File: config.mk
export PLATFORM = sky130hd
export DESIGN_NAME = utf8_decoder_with_byte_replacement_top_flat
export DESIGN_NICKNAME = d
export VERILOG_FILES = /design/src/hdl/utf8d_pkg.sv /design/src/hdl/utf8d_if.sv /design/src/hdl/utf8d_lead_dec.sv /design/src/hdl/utf8_decoder_with_byte_replacement_top.sv /design/src/flat_wrapper.sv
export VERILOG_INCLUDE_DIRS = /design/src /design/src/hdl
export SDC_FILE = /design/constraint.sdc
export NUM_CORES = 1
export LEC_CHECK = 0
export BUFFER_PORTS_ARGS = -buffer_cell sky130_fd_sc_hd__buf_4
export CAP_MARGIN = 10
export CORE_ASPECT_RATIO = 2
export CORE_UTILIZATION = 40
export CTS_CLUSTER_SIZE = 25
export DETAILED_ROUTE_END_ITERATION = 10
export GPL_ROUTABILITY_DRIVEN = 0
export PLACE_DENSITY = 0.67
export RECOVER_POWER = 25
export SLEW_MARGIN = 20
export SYNTH_ARGS = -nofsm -noshare
export SYNTH_HDL_FRONTEND = slang
export SYNTH_SLANG_ARGS = --single-unit
File: constraint.sdc
create_clock -name clk -period 10.8 [get_ports clk]
set_input_delay 0.54 -clock clk [delete_from_list [all_inputs] [get_ports clk]]
set_output_delay 0.54 -clock clk [all_outputs]
set_load 0.02 [all_outputs]
File: src/hdl/utf8_decoder_with_byte_replacement_top_defines.svh
// assertion macros for the utf8 decoder with byte replacement
// expects clk and rst_n in the scope of every use
`ifndef UTF8_DECODER_WITH_BYTE_REPLACEMENT_TOP_DEFINES_SVH
`define UTF8_DECODER_WITH_BYTE_REPLACEMENT_TOP_DEFINES_SVH

// checked only out of reset
`define UTF8D_ASSERT(lbl, prop, msg) \
  lbl: assert property (@(posedge clk) disable iff (!rst_n) prop) else $error(msg);

// checked during reset as well
`define UTF8D_ASSERT_RST(lbl, prop, msg) \
  lbl: assert property (@(posedge clk) prop) else $error(msg);

`endif

File: src/hdl/utf8d_pkg.sv
// shared types, constants and tables of the utf8 decoder
// no dependencies
`default_nettype none

package utf8d_pkg;

  localparam int MAX_SEQ_DEFAULT = 6;
  localparam int BYTE_W          = 8;
  localparam int CP_W            = 31;
  localparam int LEN_W           = 3;
  localparam int CONT_W          = 6;

  localparam logic [CP_W-1:0]   REPL_BASE = 31'h0000DC80;
  localparam logic [BYTE_W-1:0] CONT_TAG  = 8'h80;
  localparam logic [BYTE_W-1:0] CONT_MASK = 8'hC0;

  // lead byte classes
  localparam logic [1:0] LK_END   = 2'd0;
  localparam logic [1:0] LK_ASCII = 2'd1;
  localparam logic [1:0] LK_BAD   = 2'd2;
  localparam logic [1:0] LK_OPEN  = 2'd3;

  typedef struct packed {
    logic [1:0]       kind;
    logic [LEN_W-1:0] len;
    logic [CP_W-1:0]  acc_init;
  } lead_info_t;

  function automatic logic [CP_W-1:0] overlong_limit(input logic [LEN_W-1:0] len);
    logic [CP_W-1:0] lim;
    case (len)
      3'd2:    lim = 31'h0000007F;
      3'd3:    lim = 31'h000007FF;
      3'd4:    lim = 31'h0000FFFF;
      3'd5:    lim = 31'h001FFFFF;
      3'd6:    lim = 31'h03FFFFFF;
      default: lim = '0;
    endcase
    return lim;
  endfunction

  function automatic logic [BYTE_W-1:0] lead_mask(input logic [LEN_W-1:0] len);
    logic [BYTE_W-1:0] m;
    case (len)
      3'd2:    m = 8'h1F;
      3'd3:    m = 8'h0F;
      3'd4:    m = 8'h07;
      3'd5:    m = 8'h03;
      3'd6:    m = 8'h01;
      default: m = '0;
    endcase
    return m;
  endfunction

endpackage

`default_nettype wire

File: src/hdl/utf8d_if.sv
// valid/ready channels of the utf8 decoder: byte input and code point output
// depends on utf8d_pkg
`default_nettype none

interface utf8d_in_if;
  import utf8d_pkg::*;
  logic              valid;
  logic              ready;
  logic [BYTE_W-1:0] in_byte;
  modport source (output valid, output in_byte, input ready);
  modport sink   (input valid, input in_byte, output ready);
endinterface

interface utf8d_out_if;
  import utf8d_pkg::*;
  logic            valid;
  logic            ready;
  logic [CP_W-1:0] code_point;
  logic            is_replacement;
  logic            end_of_string;
  logic            last;
  modport source (output valid, output code_point, output is_replacement,
                  output end_of_string, output last, input ready);
  modport sink   (input valid, input code_point, input is_replacement,
                  input end_of_string, input last, output ready);
endinterface

`default_nettype wire

File: src/hdl/utf8d_lead_dec.sv
// lead byte classifier: form length, class and initial accumulator bits
// depends on utf8d_pkg
`default_nettype none

module utf8d_lead_dec #(
  parameter int MAX_SEQUENCE_BYTES = utf8d_pkg::MAX_SEQ_DEFAULT
) (
  input  logic [utf8d_pkg::BYTE_W-1:0] lead_in,
  output utf8d_pkg::lead_info_t        info
);
  import utf8d_pkg::*;

  localparam logic [LEN_W-1:0] MAX_LEN = LEN_W'(MAX_SEQUENCE_BYTES);

  logic [LEN_W-1:0] len;

  always_comb begin
    if ((lead_in & 8'hE0) == 8'hC0)      len = 3'd2;
    else if ((lead_in & 8'hF0) == 8'hE0) len = 3'd3;
    else if ((lead_in & 8'hF8) == 8'hF0) len = 3'd4;
    else if ((lead_in & 8'hFC) == 8'hF8) len = 3'd5;
    else if ((lead_in & 8'hFE) == 8'hFC) len = 3'd6;
    else                                 len = 3'd0;
  end

  always_comb begin
    info.len      = len;
    info.acc_init = {{(CP_W-BYTE_W){1'b0}}, lead_in & lead_mask(len)};
    if (lead_in == '0) begin
      info.kind = LK_END;
    end else if (!lead_in[BYTE_W-1]) begin
      info.kind = LK_ASCII;
    end else if (len == '0 || len > MAX_LEN) begin
      info.kind = LK_BAD;
    end else begin
      info.kind = LK_OPEN;
    end
  end

endmodule

`default_nettype wire

File: src/hdl/utf8_decoder_with_byte_replacement_top.sv
// Streaming UTF-8 decoder for the 1 to 6 byte forms with per-byte replacement
// 0xDC80|byte on malformed input. One byte per transfer in, zero to six code
// point transfers out, the final one flagged by last. A continuation byte in
// the middle of a sequence is accepted in the idle state; a lead or ASCII byte
// is accepted, then classified in the lead state; the byte that completes a
// sequence is accepted, then overlong compare and emit happen in the same cycle;
// an error gives one result per cycle, while the output does not stall, out of
// the small sequencer that walks the held-byte file. Input ready is high only
// while the sequencer is idle.
// depends on utf8d_pkg, utf8d_if, utf8d_lead_dec and the defines header
`default_nettype none

module utf8_decoder_with_byte_replacement_top #(
  parameter int MAX_SEQUENCE_BYTES = utf8d_pkg::MAX_SEQ_DEFAULT
) (
  input  logic        clk,
  input  logic        rst_n,
  utf8d_in_if.sink    in_ch,
  utf8d_out_if.source out_ch
);
  import utf8d_pkg::*;

  `include "utf8_decoder_with_byte_replacement_top_defines.svh"

  localparam int HELD_DEPTH = MAX_SEQUENCE_BYTES - 2;
  localparam int HCW        = $clog2(HELD_DEPTH + 1);
  localparam int HIW        = $clog2(HELD_DEPTH);
  localparam logic [HCW-1:0] HELD_MAX = HCW'(HELD_DEPTH);
  localparam logic [HCW-1:0] HC_ONE   = HCW'(1);

  localparam logic [2:0] ST_IDLE   = 3'd0;
  localparam logic [2:0] ST_CHECK  = 3'd1;
  localparam logic [2:0] ST_FAIL   = 3'd2;
  localparam logic [2:0] ST_REPLAY = 3'd3;
  localparam logic [2:0] ST_LEAD   = 3'd4;

  logic [2:0]        state_r, state_nxt;
  logic [BYTE_W-1:0] byte_r, byte_nxt;
  logic [CP_W-1:0]   acc_r, acc_nxt;
  logic [LEN_W-1:0]  rem_r, rem_nxt;
  logic [LEN_W-1:0]  len_r, len_nxt;
  logic [BYTE_W-1:0] lead_r, lead_nxt;
  logic [HCW-1:0]    held_cnt_r, held_cnt_nxt;
  logic [HCW-1:0]    rep_idx_r, rep_idx_nxt;
  logic [CONT_W-1:0] held_r [HELD_DEPTH];
  logic              held_we;

  logic              out_valid_r;
  logic [CP_W-1:0]   out_cp_r;
  logic              out_rep_r, out_eos_r, out_last_r;

  logic              emit;
  logic [CP_W-1:0]   e_cp;
  logic              e_rep, e_eos, e_last;

  lead_info_t        lead_info;
  logic              in_xfer, slot_free, seq_open, lead_quiet, overlong;

  utf8d_lead_dec #(
    .MAX_SEQUENCE_BYTES(MAX_SEQUENCE_BYTES)
  ) u_lead_dec (
    .lead_in(byte_r),
    .info   (lead_info)
  );

  assign in_ch.ready = (state_r == ST_IDLE);
  assign in_xfer     = in_ch.valid && in_ch.ready;
  assign slot_free   = !out_valid_r || out_ch.ready;
  assign seq_open    = (rem_r != '0) && (rem_r <= 3'd5);
  assign lead_quiet  = (lead_info.kind == LK_OPEN);
  assign overlong    = (acc_r <= overlong_limit(len_r));

  always_comb begin
    state_nxt    = state_r;
    byte_nxt     = byte_r;
    acc_nxt      = acc_r;
    rem_nxt      = rem_r;
    len_nxt      = len_r;
    lead_nxt     = lead_r;
    held_cnt_nxt = held_cnt_r;
    rep_idx_nxt  = rep_idx_r;
    held_we      = 1'b0;
    emit         = 1'b0;
    e_cp         = '0;
    e_rep        = 1'b0;
    e_eos        = 1'b0;
    e_last       = 1'b1;
    case (state_r)
      ST_IDLE: begin
        if (in_xfer) begin
          byte_nxt = in_ch.in_byte;
          if (!seq_open) begin
            rem_nxt   = '0;
            state_nxt = ST_LEAD;
          end else if ((in_ch.in_byte & CONT_MASK) == CONT_TAG) begin
            acc_nxt = {acc_r[CP_W-CONT_W-1:0], in_ch.in_byte[CONT_W-1:0]};
            rem_nxt = rem_r - 3'd1;
            if (rem_r == 3'd1) begin
              state_nxt = ST_CHECK;
            end else if (held_cnt_r < HELD_MAX) begin
              held_we      = 1'b1;
              held_cnt_nxt = held_cnt_r + HC_ONE;
            end
          end else begin
            state_nxt = ST_FAIL;
          end
        end
      end
      ST_CHECK: begin
        if (overlong) begin
          state_nxt = ST_FAIL;
        end else if (slot_free) begin
          emit         = 1'b1;
          e_cp         = acc_r;
          acc_nxt      = '0;
          rem_nxt      = '0;
          len_nxt      = '0;
          lead_nxt     = '0;
          held_cnt_nxt = '0;
          state_nxt    = ST_IDLE;
        end
      end
      ST_FAIL: begin
        if (slot_free) begin
          emit        = 1'b1;
          e_cp        = REPL_BASE | {{(CP_W-BYTE_W){1'b0}}, lead_r};
          e_rep       = 1'b1;
          e_last      = (held_cnt_r == '0) && lead_quiet;
          rep_idx_nxt = '0;
          state_nxt   = (held_cnt_r == '0) ? ST_LEAD : ST_REPLAY;
        end
      end
      ST_REPLAY: begin
        if (slot_free) begin
          emit        = 1'b1;
          e_cp        = REPL_BASE | {{(CP_W-BYTE_W){1'b0}}, CONT_TAG[BYTE_W-1:CONT_W],
                                     held_r[rep_idx_r[HIW-1:0]]};
          e_rep       = 1'b1;
          e_last      = (rep_idx_r == held_cnt_r - HC_ONE) && lead_quiet;
          rep_idx_nxt = rep_idx_r + HC_ONE;
          if (rep_idx_r == held_cnt_r - HC_ONE) begin
            state_nxt = ST_LEAD;
          end
        end
      end
      ST_LEAD: begin
        if (lead_info.kind == LK_OPEN) begin
          lead_nxt     = byte_r;
          len_nxt      = lead_info.len;
          rem_nxt      = lead_info.len - 3'd1;
          held_cnt_nxt = '0;
          acc_nxt      = lead_info.acc_init;
          state_nxt    = ST_IDLE;
        end else if (slot_free) begin
          emit         = 1'b1;
          acc_nxt      = '0;
          rem_nxt      = '0;
          len_nxt      = '0;
          lead_nxt     = '0;
          held_cnt_nxt = '0;
          state_nxt    = ST_IDLE;
          case (lead_info.kind)
            LK_END: begin
              e_eos = 1'b1;
            end
            LK_ASCII: begin
              e_cp = {{(CP_W-BYTE_W){1'b0}}, byte_r};
            end
            default: begin
              e_cp  = REPL_BASE | {{(CP_W-BYTE_W){1'b0}}, byte_r};
              e_rep = 1'b1;
            end
          endcase
        end
      end
      default: begin
        state_nxt = ST_IDLE;
      end
    endcase
  end

  always_ff @(posedge clk) begin
    if (!rst_n) begin
      state_r     <= ST_IDLE;
      acc_r       <= '0;
      rem_r       <= '0;
      len_r       <= '0;
      lead_r      <= '0;
      held_cnt_r  <= '0;
      rep_idx_r   <= '0;
      out_valid_r <= 1'b0;
    end else begin
      state_r    <= state_nxt;
      acc_r      <= acc_nxt;
      rem_r      <= rem_nxt;
      len_r      <= len_nxt;
      lead_r     <= lead_nxt;
      held_cnt_r <= held_cnt_nxt;
      rep_idx_r  <= rep_idx_nxt;
      if (emit) begin
        out_valid_r <= 1'b1;
      end else if (out_ch.ready) begin
        out_valid_r <= 1'b0;
      end
    end
  end

  // payload, no reset
  always_ff @(posedge clk) begin
    byte_r <= byte_nxt;
    if (held_we) begin
      held_r[held_cnt_r[HIW-1:0]] <= in_ch.in_byte[CONT_W-1:0];
    end
    if (emit) begin
      out_cp_r   <= e_cp;
      out_rep_r  <= e_rep;
      out_eos_r  <= e_eos;
      out_last_r <= e_last;
    end
  end

  assign out_ch.valid          = out_valid_r;
  assign out_ch.code_point     = out_cp_r;
  assign out_ch.is_replacement = out_rep_r;
  assign out_ch.end_of_string  = out_eos_r;
  assign out_ch.last           = out_last_r;

  `UTF8D_ASSERT(a_more_pending, out_valid_r && !out_last_r |-> state_r != ST_IDLE,
                "non-last result with idle sequencer")
  `UTF8D_ASSERT(a_repl_range,
                out_valid_r && out_rep_r |-> out_cp_r[CP_W-1:7] == REPL_BASE[CP_W-1:7],
                "replacement outside 0xDC80..0xDCFF")
  `UTF8D_ASSERT(a_held_bound, held_cnt_r <= HELD_MAX, "held byte count overflow")
  `UTF8D_ASSERT_RST(a_reset_quiet, !rst_n |=> !out_valid_r && state_r == ST_IDLE,
                    "output valid after reset")

endmodule

`default_nettype wire
File: src/flat_wrapper.sv
// flat-port wrapper written by rule: the top's interface ports become plain ports
module utf8_decoder_with_byte_replacement_top_flat import utf8d_pkg::*;
#(
  parameter int MAX_SEQUENCE_BYTES = utf8d_pkg::MAX_SEQ_DEFAULT
)
  (clk, rst_n, in_ch_valid, in_ch_in_byte, in_ch_ready, out_ch_valid, out_ch_code_point, out_ch_is_replacement, out_ch_end_of_string, out_ch_last, out_ch_ready);
  utf8d_in_if in_ch_i ();
  utf8d_out_if out_ch_i ();
  input  logic clk;
  input  logic rst_n;
  input wire logic [$bits(in_ch_i.valid)-1:0] in_ch_valid;
  input wire logic [$bits(in_ch_i.in_byte)-1:0] in_ch_in_byte;
  output wire logic [$bits(in_ch_i.ready)-1:0] in_ch_ready;
  output wire logic [$bits(out_ch_i.valid)-1:0] out_ch_valid;
  output wire logic [$bits(out_ch_i.code_point)-1:0] out_ch_code_point;
  output wire logic [$bits(out_ch_i.is_replacement)-1:0] out_ch_is_replacement;
  output wire logic [$bits(out_ch_i.end_of_string)-1:0] out_ch_end_of_string;
  output wire logic [$bits(out_ch_i.last)-1:0] out_ch_last;
  input wire logic [$bits(out_ch_i.ready)-1:0] out_ch_ready;
  assign in_ch_i.valid = in_ch_valid;
  assign in_ch_i.in_byte = in_ch_in_byte;
  assign in_ch_ready = in_ch_i.ready;
  assign out_ch_valid = out_ch_i.valid;
  assign out_ch_code_point = out_ch_i.code_point;
  assign out_ch_is_replacement = out_ch_i.is_replacement;
  assign out_ch_end_of_string = out_ch_i.end_of_string;
  assign out_ch_last = out_ch_i.last;
  assign out_ch_i.ready = out_ch_ready;
  utf8_decoder_with_byte_replacement_top #(.MAX_SEQUENCE_BYTES(MAX_SEQUENCE_BYTES)) u_core (.clk(clk), .rst_n(rst_n), .in_ch(in_ch_i), .out_ch(out_ch_i));
endmodule
==> impl_metrics.prom <==
# TYPE chip_impl_metric gauge
chip_impl_info{name="run_status",value="finished, final reports clean"} 1
chip_impl_metric{name="crit_arrival",unit="ns"} 3.97
chip_impl_info{name="area_contributors_post_synth",value="sky130_fd_sc_hd__edfxtp_1 34%, sky130_fd_sc_hd__dfxtp_1 19%, sky130_fd_sc_hd__ha_1 8.7%"} 1
chip_impl_metric{name="post_drt_via_cell_ratio",unit=""} 5.59
chip_impl_metric{name="final_hold_viol_count",unit=""} 0
chip_impl_metric{name="initialDrtViolationCount",unit=""} 187
chip_impl_metric{name="clock_power_share",unit="%"} 35.3
chip_impl_metric{name="final_cells",unit=""} 735
chip_impl_metric{name="final_min_period_over_clock_period",unit="%"} 35.5
chip_impl_metric{name="multi_input_comb_area",unit="um^2"} 2520
chip_impl_metric{name="rrSetupSlack",unit="ns"} 6.96
chip_impl_metric{name="power.switching_fraction",unit="%"} 33.5
chip_impl_metric{name="fin_setup_tns",unit="ns"} 0
chip_impl_metric{name="syn_avg_cell_area",unit="um^2"} 12.0
chip_impl_metric{name="cp_data_required_time",unit="ns"} 10.93
chip_impl_metric{name="wire_length_of_the_first_global_routing_pass",unit="mm"} 21.0
chip_impl_metric{name="place_hpwl",unit="mm"} 10.1
chip_impl_metric{name="power.switching",unit="uW"} 579
chip_impl_metric{name="groute.usage.overall",unit="%"} 19.0
chip_impl_info{name="setup_repair_after_global_routing_missed_its_margin",value="false"} 1
chip_impl_metric{name="sequential_cell_area",unit="um^2"} 3100
chip_impl_metric{name="fillCellCount",unit=""} 1270
chip_impl_metric{name="cts_hold_repair.buffers",unit=""} 0
chip_impl_info{name="layout_common_cells",value="66 x sky130_fd_sc_hd__edfxtp_1, 56 x sky130_fd_sc_hd__dfxtp_1, 43 x sky130_fd_sc_hd__a22o_1"} 1
chip_impl_metric{name="p_int",unit="uW"} 1150
chip_impl_metric{name="postCtsSetupBuffers",unit=""} 0
chip_impl_metric{name="ctsLongestPathBuffers",unit=""} 2
chip_impl_metric{name="placed_cells",unit=""} 703
chip_impl_metric{name="finalNetCount",unit=""} 585
chip_impl_metric{name="number_of_warnings_reported_in_the_yosys_synthesis_log",unit=""} 0
chip_impl_metric{name="antenna_found_initial",unit=""} 0
chip_impl_info{name="timing.setup.critical_path_class",value="flip-flop to flip-flop"} 1
chip_impl_metric{name="yosysTopAreaCellShare",unit="%"} 34.3
chip_impl_metric{name="maxCapViolCount",unit=""} 0
chip_impl_info{name="timing.hold.worst.class",value="input port to flip-flop"} 1
chip_impl_metric{name="floorplan.die_area",unit="um^2"} 14900
chip_impl_metric{name="maximum_number_of_pins_on_one_net_before_global_route_repair",unit=""} 35
chip_impl_metric{name="total_power_divided_by_cell_area",unit="nW/um^2"} 253
chip_impl_metric{name="core",unit="um^2"} 14000
chip_impl_metric{name="die_height",unit="um"} 172
chip_impl_metric{name="grt-ovfl-total",unit=""} 0
chip_impl_metric{name="maxClockFrequency",unit="MHz"} 261
chip_impl_metric{name="dr.pass1.iters",unit=""} 5
chip_impl_info{name="cts_tree",value="built"} 1
chip_impl_metric{name="synth.yosys.seq_area_share",unit="%"} 53.7
chip_impl_info{name="critical_path_startpoint_category",value="flip-flop"} 1
chip_impl_metric{name="period_minus_slack",unit="ns"} 3.84
chip_impl_metric{name="drt-total-wl",unit="mm"} 13.5
chip_impl_metric{name="share_seq_of_total_power",unit="%"} 37.5
chip_impl_metric{name="maxSlewViolCount",unit=""} 0
chip_impl_metric{name="drcViolationCount",unit=""} 0
chip_impl_metric{name="relSlewSlack",unit="%"} 25.8
chip_impl_metric{name="final.setup_skew",unit="ns"} 0.0115
chip_impl_metric{name="start_util",unit="%"} 41.3
chip_impl_metric{name="vias",unit=""} 4110
chip_impl_metric{name="clkTransAtPathRegs",unit="ns"} 0.06
chip_impl_metric{name="yosys_register_bits",unit=""} 122
chip_impl_metric{name="tritoncts_num_sinks",unit=""} 122
chip_impl_info{name="synth_largest_area_cell",value="sky130_fd_sc_hd__edfxtp_1"} 1
chip_impl_info{name="most_frequently_used_flop_master_after_synthesis",value="sky130_fd_sc_hd__edfxtp_1"} 1
chip_impl_info{name="setup.worst_path.end_class",value="flip-flop"} 1
chip_impl_metric{name="synthesis.instances",unit=""} 481
chip_impl_metric{name="cts_inserted_buffers",unit=""} 17
chip_impl_metric{name="area.growth.synth_to_final",unit="%"} 18.2
chip_impl_metric{name="synthArstFlopShare",unit="%"} 0
chip_impl_metric{name="synth-edff-count",unit=""} 66
chip_impl_metric{name="setup_failing_eps_final",unit=""} 0
chip_impl_metric{name="wl_per_cell",unit="um"} 18.3
chip_impl_metric{name="netlist_area",unit="um^2"} 5770
chip_impl_metric{name="number_of_global_route_vias_before_repair",unit=""} 4174
chip_impl_metric{name="worstMarginPinSlew",unit="ns"} 1.10
chip_impl_metric{name="power_frac_comb",unit="%"} 27.3
chip_impl_metric{name="worst_hold_slack",unit="ns"} 0.414
chip_impl_metric{name="die_x",unit="um"} 87.0
chip_impl_metric{name="ys_types",unit=""} 65
chip_impl_info{name="root_buffer",value="sky130_fd_sc_hd__clkbuf_16"} 1
chip_impl_info{name="most_common_cell_after_layout_fill_and_taps_aside",value="sky130_fd_sc_hd__edfxtp_1"} 1
chip_impl_metric{name="post_cts.resized_instances",unit=""} 0
chip_impl_metric{name="path_max_fanout",unit=""} 34
chip_impl_metric{name="htree_num_levels",unit=""} 4
chip_impl_metric{name="layout-drive-gt1-share",unit="%"} 12.3
chip_impl_metric{name="clkLatencyLatePin",unit="ns"} 0.41
chip_impl_metric{name="port_buffers",unit=""} 47
chip_impl_metric{name="io_pins",unit=""} 48
chip_impl_metric{name="final_design_area_no_fill",unit="um^2"} 6820
chip_impl_metric{name="diodes",unit=""} 0
chip_impl_metric{name="finalPower",unit="uW"} 1730
chip_impl_metric{name="ant_nets",unit=""} 0
chip_impl_metric{name="vdd_drop_max",unit="V"} 0.000154
chip_impl_metric{name="power.leakage",unit="uW"} 0.00258
chip_impl_metric{name="synth_nets",unit=""} 533
chip_impl_metric{name="detailed_place.area",unit="um^2"} 6310
chip_impl_metric{name="num_rows",unit=""} 61
==> area by class of cell <==
type,instances,area share (%)
Timing Repair Buffer,51,3.85
Tap cell,189,3.47
Inverter,16,0.880
Multi-Input combinational cell,325,37.0
Clock buffer,18,6.29
Clock inverter,14,3.06
Sequential cell,122,45.5
==> sequential cells by signal, indices dropped and copies added, names as in the netlist, 7 cells and up, named ones only <==
register and flops:
u_core.byte_r 8, u_core.out_ch.code_point 31, u_core.lead_r 7, u_core.acc_r 31, u_core.held_r 24
==> critical path, cell delays in order (launching register included) <==
cell,delay [ns]
sky130_fd_sc_hd__dfxtp_1,0.40
sky130_fd_sc_hd__nand2_1,0.11
sky130_fd_sc_hd__xor2_1,0.39
sky130_fd_sc_hd__ha_1,0.23
sky130_fd_sc_hd__nand4_1,0.18
sky130_fd_sc_hd__or4_1,0.56
sky130_fd_sc_hd__o41a_1,0.38
sky130_fd_sc_hd__o32a_2,0.25
sky130_fd_sc_hd__nand3_2,0.11
sky130_fd_sc_hd__nor2_1,0.05
sky130_fd_sc_hd__buf_4,0.23
sky130_fd_sc_hd__or3_1,0.38
sky130_fd_sc_hd__buf_4,0.26
==> logic make-up (layout without fill, tap and decap cells) <==
logic type / after synthesis / after routing / synth area share (%)
muxes: 14 / 14 / 3.73
adders and majority gates: 40 / 40 / 8.67
AOI/OAI and AO/OA: 136 / 136 / 18.4
buffers and inverters: 34 / 99 / 2.62
DFF: 122 / 122 / 53.7
xor gates and xnor gates: 6 / 6 / 0.910
and+or+nand+nor: 129 / 129 / 11.9
==> stage by stage <==
stage          setup WS [ns]  util (%)
3_5_place_dp            6.96      45.1
6_report                6.96      48.9
4_1_cts                 6.93      49.7
5_1_grt                 6.66      48.9
2_1_floorplan           7.19         -
3_3_place_gp            7.04      45.1
==> routing by layer <==
layer  routed length (um)  share of wire [%]  vias to the layer above  GRT usage [%]
met5                    0                  0                        -              0
met4                  682                5.1                        0           13.6
met3                  402                3.0                       45           4.06
met2                 7760                 58                      112           36.4
met1                 4640                 34                     1981           17.0
li1                     -                  -                     1972              -
==> cells in the mapped netlist, types with 3 or more instances <==
| master | n |
|---|---|
| sky130_fd_sc_hd__clkbuf_1 | 12 |
| sky130_fd_sc_hd__a21o_1 | 9 |
| sky130_fd_sc_hd__a22o_1 | 43 |
| sky130_fd_sc_hd__edfxtp_1 | 66 |
| sky130_fd_sc_hd__xnor2_1 | 4 |
| sky130_fd_sc_hd__a21oi_1 | 20 |
| sky130_fd_sc_hd__a211oi_1 | 3 |
| sky130_fd_sc_hd__and2_1 | 23 |
| sky130_fd_sc_hd__nor2_1 | 24 |
| sky130_fd_sc_hd__nand3b_1 | 4 |
| sky130_fd_sc_hd__mux4_2 | 6 |
| sky130_fd_sc_hd__o21ai_0 | 17 |
| sky130_fd_sc_hd__or3_1 | 4 |
| sky130_fd_sc_hd__dfxtp_1 | 56 |
| sky130_fd_sc_hd__and3_1 | 5 |
| sky130_fd_sc_hd__nor3_1 | 10 |
| sky130_fd_sc_hd__ha_1 | 40 |
| sky130_fd_sc_hd__a31oi_1 | 3 |
| sky130_fd_sc_hd__nand4_1 | 7 |
| sky130_fd_sc_hd__a221o_1 | 7 |
| sky130_fd_sc_hd__nor4_1 | 4 |
| sky130_fd_sc_hd__mux2i_1 | 8 |
| sky130_fd_sc_hd__nand2b_1 | 6 |
| sky130_fd_sc_hd__nor2b_1 | 3 |
| sky130_fd_sc_hd__inv_1 | 15 |
| sky130_fd_sc_hd__buf_6 | 3 |
| sky130_fd_sc_hd__o31ai_1 | 4 |
| sky130_fd_sc_hd__nand3_1 | 6 |
| sky130_fd_sc_hd__nand2_1 | 23 |
| sky130_fd_sc_hd__or2_2 | 3 |
==> power groups by stage <==
stage	Sequential [uW]	Combinational, uW	Clock [uW]
6_report	648	471	610
2_1_floorplan	710	269	0
5_1_grt	657	508	636
3_5_place_dp	659	501	0
4_1_cts	649	502	615
3_3_place_gp	656	492	0
==> final timing paths <==
kind | startpoint | endpoint | depth (start not counted)
setup reg to reg | u_core.len_r[1]$_SDFFE_PN0P_ | u_core.out_ch.code_point[2]$_DFFE_PP_ | 12
setup / recovery | u_core.len_r[1]$_SDFFE_PN0P_ | u_core.out_ch.code_point[2]$_DFFE_PP_ | 12
hold / removal | in_ch_in_byte[6] | u_core.byte_r[6]$_DFFE_PP_ | 1
hold reg to reg | u_core.lead_r[5]$_SDFFE_PN0P_ | u_core.lead_r[5]$_SDFFE_PN0P_ | 1
(Power assumes the default switching activity.)
